`src/design/qvr_pkg.sv`:
```
package qvr_pkg;

  // Width of one vector component on the ports.
  localparam int VecWidth = 16;

  // Quaternion components are Q2.14.
  localparam int QuatW = 16;
  // Exact quaternion product, Q4.28.
  localparam int ProdW = 2 * QuatW;
  // Raw matrix entry in units of 2^-28, with headroom for 2*(a +/- b).
  localparam int RawW = ProdW + 3;
  // Matrix entry after rounding to 16 fractional bits.
  localparam int EntW = RawW - 13;
  // Entry times component, and the sum of three of them.
  localparam int LprW = EntW + VecWidth;
  localparam int AccW = LprW + 2;

  localparam logic signed [RawW-1:0] OneRaw = RawW'(2 ** 28);
  localparam logic signed [RawW-1:0] RndEnt = RawW'(2 ** 11);
  localparam logic signed [AccW-1:0] RndOut = AccW'(2 ** 15);

  localparam logic signed [AccW-1:0] VecMax =
    {{(AccW - VecWidth + 1){1'b0}}, {(VecWidth - 1){1'b1}}};
  localparam logic signed [AccW-1:0] VecMin = ~VecMax;

  typedef logic signed [QuatW-1:0]    quat_comp_t;
  typedef logic signed [VecWidth-1:0] vec_t;
  typedef vec_t [2:0]                 vec3_t;
  typedef logic signed [ProdW-1:0]    prod_t;
  typedef logic signed [RawW-1:0]     raw_t;
  typedef logic signed [EntW-1:0]     entry_t;
  typedef entry_t [2:0]               row_t;
  typedef row_t [2:0]                 mat_t;
  typedef logic signed [LprW-1:0]     lprod_t;
  typedef logic signed [AccW-1:0]     acc_t;

  typedef struct packed {
    quat_comp_t w;
    quat_comp_t x;
    quat_comp_t y;
    quat_comp_t z;
  } quat_t;

  // Load enables of the four internal pipeline stages.
  typedef struct packed {
    logic s1;
    logic s2;
    logic s3;
    logic s4;
  } qvr_adv_t;

  function automatic raw_t prod_ext(prod_t p);
    return {{(RawW - ProdW){p[ProdW-1]}}, p};
  endfunction

  // Round half up to 16 fractional bits: add 2^11, shift right by 12.
  function automatic entry_t entry_round(raw_t raw);
    raw_t sum;
    raw_t shr;
    sum = raw + RndEnt;
    shr = sum >>> 12;
    return shr[EntW-1:0];
  endfunction

  function automatic acc_t lprod_ext(lprod_t p);
    return {{(AccW - LprW){p[LprW-1]}}, p};
  endfunction

endpackage

```
`src/design/qvr_lane.sv`:
```
module qvr_lane import qvr_pkg::*; (
  input  logic     clk_i,
  input  qvr_adv_t adv_i,
  input  row_t     row_i,
  input  vec3_t    vec_i,
  output vec_t     res_o,
  output logic     sat_o
);

  // Stage 3: the three entry-by-component products of this row.
  lprod_t prod_q [3];

  always_ff @(posedge clk_i) begin
    if (adv_i.s3) begin
      for (int j = 0; j < 3; j++) begin
        prod_q[j] <= lprod_t'($signed(row_i[j])) * lprod_t'($signed(vec_i[j]));
      end
    end
  end

  // Stage 4: sum, round half up by 16 bits, clip to the component range.
  acc_t acc;
  acc_t rnd;
  vec_t res_d;
  logic sat_d;
  vec_t res_q;
  logic sat_q;

  always_comb begin
    acc = lprod_ext(prod_q[0]) + lprod_ext(prod_q[1]) + lprod_ext(prod_q[2]);
    rnd = (acc + RndOut) >>> 16;
    if (rnd > VecMax) begin
      res_d = VecMax[VecWidth-1:0];
      sat_d = 1'b1;
    end else if (rnd < VecMin) begin
      res_d = VecMin[VecWidth-1:0];
      sat_d = 1'b1;
    end else begin
      res_d = rnd[VecWidth-1:0];
      sat_d = 1'b0;
    end
  end

  always_ff @(posedge clk_i) begin
    if (adv_i.s4) begin
      res_q <= res_d;
      sat_q <= sat_d;
    end
  end

  assign res_o = res_q;
  assign sat_o = sat_q;

endmodule

```
`config.mk`:
```
export PLATFORM = sky130hd
export DESIGN_NAME = qvr_lane
export DESIGN_NICKNAME = d
export VERILOG_FILES = /design/src/design/qvr_pkg.sv /design/src/design/qvr_lane.sv
export SDC_FILE = /design/constraint.sdc
export NUM_CORES = 2
export LEC_CHECK = 0
export ABC_AREA = 1
export BUFFER_PORTS_ARGS = -buffer_cell sky130_fd_sc_hd__buf_2
export CORE_ASPECT_RATIO = 0.75
export CORE_MARGIN = 4
export CORE_UTILIZATION = 59
export DETAILED_ROUTE_END_ITERATION = 10
export PLACE_DENSITY = 0.79
export SETUP_SLACK_MARGIN = 0.3
export SYNTH_ARGS = -nofsm -noshare
export SYNTH_HDL_FRONTEND = slang
export SYNTH_SLANG_ARGS = --single-unit
```
`constraint.sdc`:
```
create_clock -name clk_i -period 6.5 [get_ports clk_i]
set_clock_uncertainty 0.1 [all_clocks]
set_input_delay 0.975 -clock clk_i [delete_from_list [all_inputs] [get_ports clk_i]]
set_output_delay 0.975 -clock clk_i [all_outputs]
set_load 0.02 [all_outputs]
```
==> impl_metrics.csv <==
group,metric,value,unit
outcome,status,"finished, final reports clean",
setup_path,arrival,6.25,ns
drt,ant_nets,0,
synthesis,synthTopCellsByArea,"fa_1 46%, inv_1 14%, nand2_1 11%, ha_1 9.4%, edfxtp_1 8.3%",
synthesis,synth.ff_latch_count,131,
layout,final_layout_size_suffix_gt1_share,15.9,%
setup_path,start_kind,"input pin",
setup_path,cp-endpoint,"prod_q[0][37]$_DFFE_PP_",
die,die_x,335,um
drt,avgRoutedWirePerCell,17.1,um
drt,viasPerCell,5.29,
synthesis,synth_xor_area_share,2.76,%
placement,gp_congestion,0.978,
global_routing,grt_pass1_wl,200000,um
setup_path,required,6.59,ns
setup_path,endpoint_kind,"flop",
setup_path,crit_start,"vec_i[7]",
timing,period_share,94.9,%
drt,drt-total-wl,124000,um
clocking,numCtsBuffers,17,
die,initial_core_util,59.8,%
placement,dp.cells,7162,
synthesis,async_reset_ff_share,0,%
synthesis,synth-main-ff-cell,"edfxtp_1",
clocking,cts_root_buffer,"clkbuf_16",
layout,diodes,0,
global_routing,overflow,0,
drt,drcViolationCount,0,
timing,setup_viol,0,
clocking,htreeDepth,4,
global_routing,first_global_vias,40009,
synthesis,synth_top_area_share,45.6,%
layout,stdcell_count,7218,
placement,dp_hpwl,104000,um
setup_path,reg2reg_depth,16,
global_routing,grt_max_degree,72,
layout,nFillCells,5678,
synthesis,netlist_area,47200,sq um
run,drv_cap,0,
synthesis,ys_top_cells_by_count,"1,739 x inv_1, 1,372 x nand2_1, 1,075 x fa_1",
die,die-area,84600,sq um
layout,syn2layout_area_growth,16.1,%
timing,timing.fmax,0.162,GHz
clocking,clock-sinks,131,
clocking,cts_buffer_depth,2,
timing,slew_violations,0,
synthesis,syn_nets,7253,
hold_path,hp-class,"input pin to flop",
clocking,cts_tree,"yes",
synthesis,synth-edff-count,131,
synthesis,muxShareOfSynthArea,0,%
die,die_h,253,um
synthesis,yosysWarnings,0,
setup_path,r2r-end,"res_o[12]$_SDFFCE_PN1P_",
timing,tightest_slew,0.938,ns
synthesis,synthSimpleGateAreaFrac,14.5,%
hold_path,whs_path_depth,1,
setup_path,critPathKind,"input pin to flop",
clocking,clk_pin_slew,0.06,ns
synthesis,syn_area_per_cell,8.27,sq um
synthesis,ys_types,46,
synthesis,yosysSeqAreaShare,8.34,%
setup_path,worstReg2RegStart,"prod_q[0][72]$_DFFE_PP_",
timing,finalHoldViolCount,0,
setup_path,ff2ff_setup_slack,2.44,ns
timing,rsz0062_at_grt,"true",
global_routing,grt_usage,29.4,%
drt,first_iter_violations,3689,
die,rows,89,
die,core_area,79000,sq um
synthesis,synth_top_area_cell,"fa_1",
synthesis,yosysMostFrequentCell,"inv_1",
clocking,insertion_delay,0.43,ns
global_routing,antenna_found_initial,1,
synthesis,synth-adder-area-share,55.1,%
drt,vias,38176,
synthesis,synth_cells,5703,
synthesis,synth-compound-area-share,3.76,%
timing,slew-limit-headroom,37.5,%
setup_path,path_max_fanout,11,
die,ioPinCount,136,
placement,numPortBuffers,133,
drt,firstDrtPassIters,6,
layout,nNetsFinal,7709,
synthesis,synth_top_family_by_area,"adder cells",
timing,fin_crit,6.17,ns
timing,whs,0.882,ns
## layout make-up
type,instances,area (sq um),area share (%)
inverter,1742,6540,11.9
sequential,131,3930,7.18
tap,1046,1310,2.39
timing repair buffer,649,5260,9.61
clock buffer,17,425,0.777
multi-input combinational,3618,37200,67.8
clock inverter,15,146,0.267
## cells by family (layout without fill, tap and decap cells)
group / after synthesis / count (layout)
AOI/OAI and AO/OA: 316 / 316
xor gates and xnor gates: 148 / 148
adders and majority gates: 1431 / 1431
buffers and inverters: 1954 / 2423
DFF: 131 / 131
and+or+nand+nor: 1723 / 1723
## per-stage QoR
| step | util (%) | worst slack, ns | instance area [sq um] | TNS (ns) |
|---|---|---|---|---|
| after floorplan | - | 0.302 | 47700 | 0 |
| after detailed placement | 66.5 | -0.444 | 52500 | -8.67 |
| after global routing | 69.4 | 0.155 | 54800 | 0 |
| final | 69.4 | 0.332 | 54800 | 0 |
| after global placement | 66.5 | -0.256 | 52500 | -5.01 |
| after CTS | 67.4 | 0.300 | 53200 | 0 |
## layer usage
metal	part of all wire, %	track usage [%]
met1	42	44.2
met2	45	44.9
met3	11	6.17
met4	1.8	5.79
met5	0.0065	0
## cells in the final DEF (no fill, tap or decap), types with 32 or more instances in the layout
cell type / Yosys / layout
a21oi_1: 164 / 115
a21oi_2: 0 / 47
buf_2: 0 / 60
buf_4: 0 / 495
buf_6: 0 / 32
edfxtp_1: 131 / 131
fa_1: 1075 / 1049
ha_1: 356 / 309
ha_4: 0 / 40
inv_1: 1739 / 1721
nand2_1: 1372 / 1341
nand2_2: 17 / 46
nand3_1: 68 / 60
nor2_1: 186 / 162
o21ai_0: 75 / 48
xnor2_1: 64 / 62
xor2_1: 83 / 83
## worst max-delay path: stages
cell,delay [ns]
buf_4,0.18
nand2_1,0.13
inv_1,0.09
fa_1,0.54
inv_2,0.07
fa_1,0.53
fa_1,0.54
inv_2,0.05
fa_1,0.56
inv_2,0.05
fa_1,0.54
inv_2,0.05
fa_1,0.51
ha_4,0.33
nand2_4,0.07
nor3_4,0.24
nand2_2,0.13
nor4_4,0.33
nand2_1,0.13
o2111ai_2,0.11
xor2_1,0.09
## repair_timing
action / in CTS / in global routing
hold endpoints to repair: 0 / 0
endpoints found under the setup margin: 28 / 61
gates resized for setup: 32 / 385
pin swaps: 5 / 93
setup buffers: 5 / 16
gates cloned: 0 / 3
hold buffers: 0 / 0
## flip-flops by register name, summed over array words and instances, names as in the netlist
name    cells
prod_q    114
res_o      16
sat_o       1
## worst min path at each step
stage                             from                       to
3_5_place_dp   prod_q[0][91]$_DFFE_PP_   res_o[0]$_SDFFCE_PN1P_
2_1_floorplan  prod_q[0][76]$_DFFE_PP_   res_o[5]$_SDFFCE_PN1P_
3_3_place_gp   prod_q[0][91]$_DFFE_PP_   res_o[0]$_SDFFCE_PN1P_
6_report                      adv_i[0]  res_o[15]$_SDFFCE_PN0P_
5_1_grt                       adv_i[0]  res_o[15]$_SDFFCE_PN0P_
4_1_cts                       adv_i[0]  res_o[15]$_SDFFCE_PN0P_
Power is left out: the tool's default activity adds up to more than one toggle a clock period on the data nets, which glitch-free logic cannot reach.
